--- config.mk ---
export PLATFORM = sky130hd
export DESIGN_NAME = kts_cell
export DESIGN_NICKNAME = d
export VERILOG_FILES = /design/src/design/kts_pkg.sv /design/src/design/kts_cell.sv
export SDC_FILE = /design/constraint.sdc
export NUM_CORES = 1
export LEC_CHECK = 0
export BUFFER_PORTS_ARGS = -buffer_cell sky130_fd_sc_hd__buf_2
export CELL_PAD_IN_SITES_DETAIL_PLACEMENT = 0
export CELL_PAD_IN_SITES_GLOBAL_PLACEMENT = 1
export CORE_ASPECT_RATIO = 1.2
export CORE_MARGIN = 2
export CORE_UTILIZATION = 34
export DETAILED_ROUTE_END_ITERATION = 7
export PLACE_DENSITY_LB_ADDON = 0.1
export SYNTH_ARGS = -nofsm -noshare
export SYNTH_HDL_FRONTEND = slang
export SYNTH_SLANG_ARGS = --single-unit
--- constraint.sdc ---
create_clock -name clk -period 3.7 [get_ports clk]
set_clock_uncertainty 0.1 [all_clocks]
set_input_delay 0.74 -clock clk [delete_from_list [all_inputs] [get_ports clk]]
set_output_delay 0.74 -clock clk [all_outputs]
set_load 0.02 [all_outputs]
--- src/design/kts_pkg.sv ---
// Package for the key/tag sorter: shared widths, default depth and cell types.
// Used by kts_cell and key_tag_sorter_unit; depends on nothing.
`default_nettype none

package kts_pkg;

    // Default number of cells in the chain.
    localparam int KTS_MAX_ITEMS = 64;

    localparam int KTS_KEY_W = 32;
    localparam int KTS_TAG_W = 16;

    // Contents of one cell: an occupied mark, a signed key and its tag.
    typedef struct packed {
        logic                        valid;
        logic signed [KTS_KEY_W-1:0] key;
        logic        [KTS_TAG_W-1:0] tag;
    } cell_data_t;

    // Per-cycle command broadcast to every cell.
    typedef struct packed {
        logic insert;   // a new pair enters the sorted row
        logic shift;    // the row moves one place toward cell 0
    } cell_cmd_t;

endpackage

`default_nettype wire

--- src/design/kts_cell.sv ---
// One cell of the sorting chain: holds one pair and trades it with its neighbors.
// Depends on kts_pkg for the cell data and command types.
`default_nettype none

module kts_cell
    import kts_pkg::*;
(
    input  wire logic       clk,
    input  wire logic       rst_n,
    input  wire cell_cmd_t  cmd,
    input  wire cell_data_t new_item,
    input  wire cell_data_t left_data,
    input  wire logic       left_gt,
    input  wire cell_data_t right_data,
    output cell_data_t      data,
    output logic            gt
);

    logic                        valid_reg;
    logic signed [KTS_KEY_W-1:0] key_reg;
    logic        [KTS_TAG_W-1:0] tag_reg;
    cell_data_t                  data_next;

    assign data = '{valid: valid_reg, key: key_reg, tag: tag_reg};

    // An empty cell counts as holding an infinitely large key. Equal keys do
    // not displace, so earlier arrivals stay in front.
    always_comb
    begin
        gt = !valid_reg || ($signed(new_item.key) < key_reg);
    end

    // Take the new pair at the insertion point, the left neighbor's pair
    // behind it, or the right neighbor's pair while draining.
    always_comb
    begin
        data_next = data;
        if (cmd.insert && gt)
        begin
            data_next = left_gt ? left_data : new_item;
        end
        else if (cmd.shift)
        begin
            data_next = right_data;
        end
    end

    // The occupied mark is control state and is reset.
    always_ff @(posedge clk or negedge rst_n)
    begin
        if (!rst_n)
        begin
            valid_reg <= 1'b0;
        end
        else
        begin
            valid_reg <= data_next.valid;
        end
    end

    // Key and tag are payload and need no reset.
    always_ff @(posedge clk)
    begin
        key_reg <= data_next.key;
        tag_reg <= data_next.tag;
    end

endmodule

`default_nettype wire

* Word level (Yosys, flattened, before mapping)
Index checks and enable logic that the tools add are counted.
** Cells by class
- Order comparisons :: 1
- Multiplexer cells :: 3
- Reductions and logical operators :: 4
** Operator list (number)
- $mux 49 :: 3
- $lt 32x32->1 :: 1
- $reduce_bool 2->1 :: 1
- $logic_and 1x1->1 :: 1
- $logic_not 1->1 :: 1
- $logic_or 1x1->1 :: 1
** Word-level totals
- Register bits :: 49
- Bits of input ports :: 152
- Word-level logic and storage cells :: 11

* Longest topological paths before layout
- Depth after elaboration :: 4
- Gate-level depth with buffers :: 9

* Worst setup path after synthesis
OpenSTA, ideal clock, no wires.
- Path kind :: input-to-reg
- Start :: input new_item[46] in the netlist's numbering
- End :: register key_reg[0], enable pin
- Setup time :: 0.384 ns
- Arrival :: 3.182 ns
- Required time :: 3.216 ns
- Setup slack :: 0.033 ns
- Stages on the path :: 8
- Path buffers :: 1
- Path through :: ha_1 -> a21oi_1 -> nand2_1 -> a221oi_1 -> nand3_1 -> o311ai_4 -> buf_8 -> or2_2
** On the way
- Cells in the longest elaborated chain, start to end :: 4
** Ends and longest elaborated chain
- start: declaration :: RTL line kts_cell.sv:11 : input wire cell_data_t new_item,
- $lt 32x32->1 :: RTL line kts_cell.sv:30 : gt = !valid_reg || ($signed(new_item.key) < key_reg);
- $logic_or 1x1->1 :: RTL line kts_cell.sv:30
- $logic_and 1x1->1 :: RTL line kts_cell.sv:38 : if (cmd.insert && gt)
- $reduce_bool 2->1 (no line)
- end signal: assignment :: RTL line kts_cell.sv:64 : key_reg <= data_next.key;
- end: declaration :: RTL line kts_cell.sv:20 : logic signed [KTS_KEY_W-1:0] key_reg;
No other way between the ends.
A chain may end at the register's enable or synchronous reset.

* Final worst setup path
- Start :: input new_item[37] in the netlist's numbering
- End :: output gt
** On the way
- Cells in the longest elaborated chain, start to end :: 2
** Ends and longest elaborated chain
- $lt 32x32->1 :: RTL line kts_cell.sv:30
- $logic_or 1x1->1 :: RTL line kts_cell.sv:30
- end: declaration :: RTL line kts_cell.sv:16 : output logic gt
No other way between the ends.

==> impl_metrics.json <==
{
  "finalSetupViolCount": 0,
  "detail_route.wl_per_cell_um": 14.89,
  "clock_sinks": 49,
  "reg2reg_slack_ns": 0.65,
  "synth_nets": 465,
  "synth_area_mm2": 0.003641,
  "ant_nets": 0,
  "final_common_cell": "buf_2",
  "status": "finished clean",
  "leakagePower_nw": 2.362,
  "fin_crit_sh_pct": 92.13,
  "cts_buffer_depth": 2,
  "synth.distinct_cells": 31,
  "drive_above_1_share_pct": 65.84,
  "coreArea_mm2": 0.01047,
  "critPathKind": "in2out",
  "drtIter0Drc": 63,
  "period_needed_ns": 3.409,
  "fmax_ghz": 0.2934,
  "grt-ovfl-total": 0,
  "r2r_start": "key_reg[21]$_DFFE_PP_",
  "required_ns": 2.86,
  "cts_resized": 0,
  "ios": 202,
  "first_pass_iters": 4,
  "avgSynthCellArea_um2": 12.91,
  "gp_congestion": 0.7907,
  "layout_setup_ws_ns": 0.2913,
  "cap_violations": 0,
  "path_clk_slew_ns": 0.07,
  "area_delta_synth_final_pct": 34.67,
  "grt.total_usage_pct": 15.68,
  "htreeDepth": 2,
  "portBuffers": 201,
  "vias_per_cell": 4.722,
  "yosys_warnings": 0,
  "final_cell_mix": "buf_2 (201), mux2_2 (88), edfxtp_1 (48)",
  "synthesis.instances": 282,
  "cts-hold-fix-buffers": 0,
  "vias": 2909,
  "rows": 41,
  "start_util_pct": 34.79,
  "path_max_fanout": 3,
  "ff2ff_path_depth": 9,
  "antenna_found_initial": 1,
  "die_h_um": 117.4,
  "dpl_worst_slack_ns": 0.1531,
  "crit_path_start": "new_item[37]",
  "drc": 0,
  "tns_ns": 0,
  "fillers": 1039,
  "fp.dieW_um": 98.47,
  "vdd_drop_max_mv": 0.2221,
  "hpwl_um": 7449,
  "die_area_mm2": 0.01156,
  "ctsRootBufferMaster": "clkbuf_16",
  "nets": 668,
  "worst_slew_pin_slew_ns": 0.5872,
  "worstSetupEndpointType": "primary output",
  "largest_reg_flops": 32,
  "cts_made_buffers": 5,
  "yosysSeqAreaShare_pct": 40.27,
  "r2r-end": "tag_reg[9]$_DFFE_PP_",
  "slew_violations": 0,
  "synth.ff_latch_count": 49,
  "grt_pass1_wl_um": 14370,
  "wirelength_um": 9171,
  "clock_latency_ns": 0.29,
  "start_kind": "input port",
  "grt_pass1_vias": 2996,
  "cts_tree": "built",
  "finalHoldViolCount": 0,
  "hold_path.class": "in2async",
  "arrival_ns": 2.57,
  "pwr_density_cell_mw_per_mm2": 606.5,
  "max-slew-margin-rel_pct": 60.85,
  "grt_setup_unrepaired": "false",
  "post-cts-setup-buffers": 0,
  "grt_max_degree": 31
}
critical path: stages:
cell	delay [ns]
buf_2	0.11
ha_1	0.30
a21oi_1	0.18
o21ai_0	0.12
a221oi_1	0.33
nand3_1	0.23
o21a_1	0.23
o21ai_0	0.13
buf_2	0.20
synthesized netlist by cell type, drive strengths merged:
cell,n,area (um2)
a2111o,1,11.26
a211oi,1,12.51
a21oi,14,70.07
a221oi,1,8.760
a311o,1,10.01
and4,1,10.01
buf,6,82.58
clkbuf,3,41.29
dfrtp,1,25.02
dlygate4sd3,2,20.02
edfxtp,48,1441
ha,31,387.9
inv,33,123.9
mux2,96,1111
mux2i,3,30.03
nand2,14,52.55
nand2b,1,13.76
nand3,2,10.01
nand4,4,31.28
nor2,3,11.26
nor3,1,5.000
nor4,1,21.27
o21a,1,7.510
o21ai,8,40.04
o22ai,1,12.51
o311ai,1,26.28
or2,1,6.260
or2b,2,17.52
per-layer routing:
metal  global-route usage, %  vias up  part of all wire (%)
met5                       0        -                     0
met4                   4.709        0                   1.7
met3                   4.946       10                   8.9
met2                   29.08      117                    53
met1                   16.71     1334                    36
li1                        -     1448                     -
area by class of cell:
type / instances / area [um2] / share of cell area (%)
clock inverter: 3 / 41.29 / 0.8421
timing repair buffer: 207 / 1076 / 21.94
multi-input combinational: 189 / 1907 / 38.89
sequential: 49 / 1466 / 29.91
clock buffer: 5 / 125.1 / 2.552
inverter: 33 / 123.9 / 2.526
antenna: 1 / 2.502 / 0.05103
tap: 129 / 161.4 / 3.292
per-stage QoR:
| stage | utilization (%) | area, um2 | hold WS, ns | std cells | total power [mW] |
|---|---|---|---|---|---|
| floorplan | - | 3641 | 0.3444 | 282 | 2.079 |
| detailed placement | 45.24 | 4735 | 0.4154 | 607 | 2.494 |
| finish | 46.86 | 4903 | 0.1096 | 616 | 2.974 |
| global placement | 45.24 | 4735 | 0.4151 | 607 | 2.478 |
| CTS | 46.83 | 4901 | 0.09944 | 615 | 3.030 |
| global route | 46.86 | 4903 | 0.09595 | 616 | 3.184 |
worst max-delay path by stage:
stage,endpoint,slack [ns],cells after the start
6_report,gt,0.29,9
5_1_grt,gt,0.06,9
4_1_cts,gt,0.27,9
3_5_place_dp,tag_reg[1]$_DFFE_PP_,0.15,9
3_3_place_gp,tag_reg[15]$_DFFE_PP_,0.20,9
2_1_floorplan,key_reg[0]$_DFFE_PP_,0.03,8
where the power goes:
group | leakage (nW) | switching [mW] | internal, mW
Combinational | 1.79 | 0.827 | 0.647
Sequential | 0.498 | 0.0817 | 0.895
Clock | 0.0775 | 0.206 | 0.317
cell families (layout without fill, tap and decap cells):
logic type / Yosys count / in the layout / synth area share, %
multiplexers: 99 / 99 / 31.34
other: 0 / 1 / 0
AND/OR/NAND/NOR: 30 / 30 / 4.914
adder cells (fa/ha/maj): 31 / 31 / 10.65
buffers and inverters: 44 / 248 / 7.354
AO/OA/AOI/OAI: 29 / 29 / 5.464
flip-flops: 49 / 49 / 40.27
(Power assumes the default switching activity.)
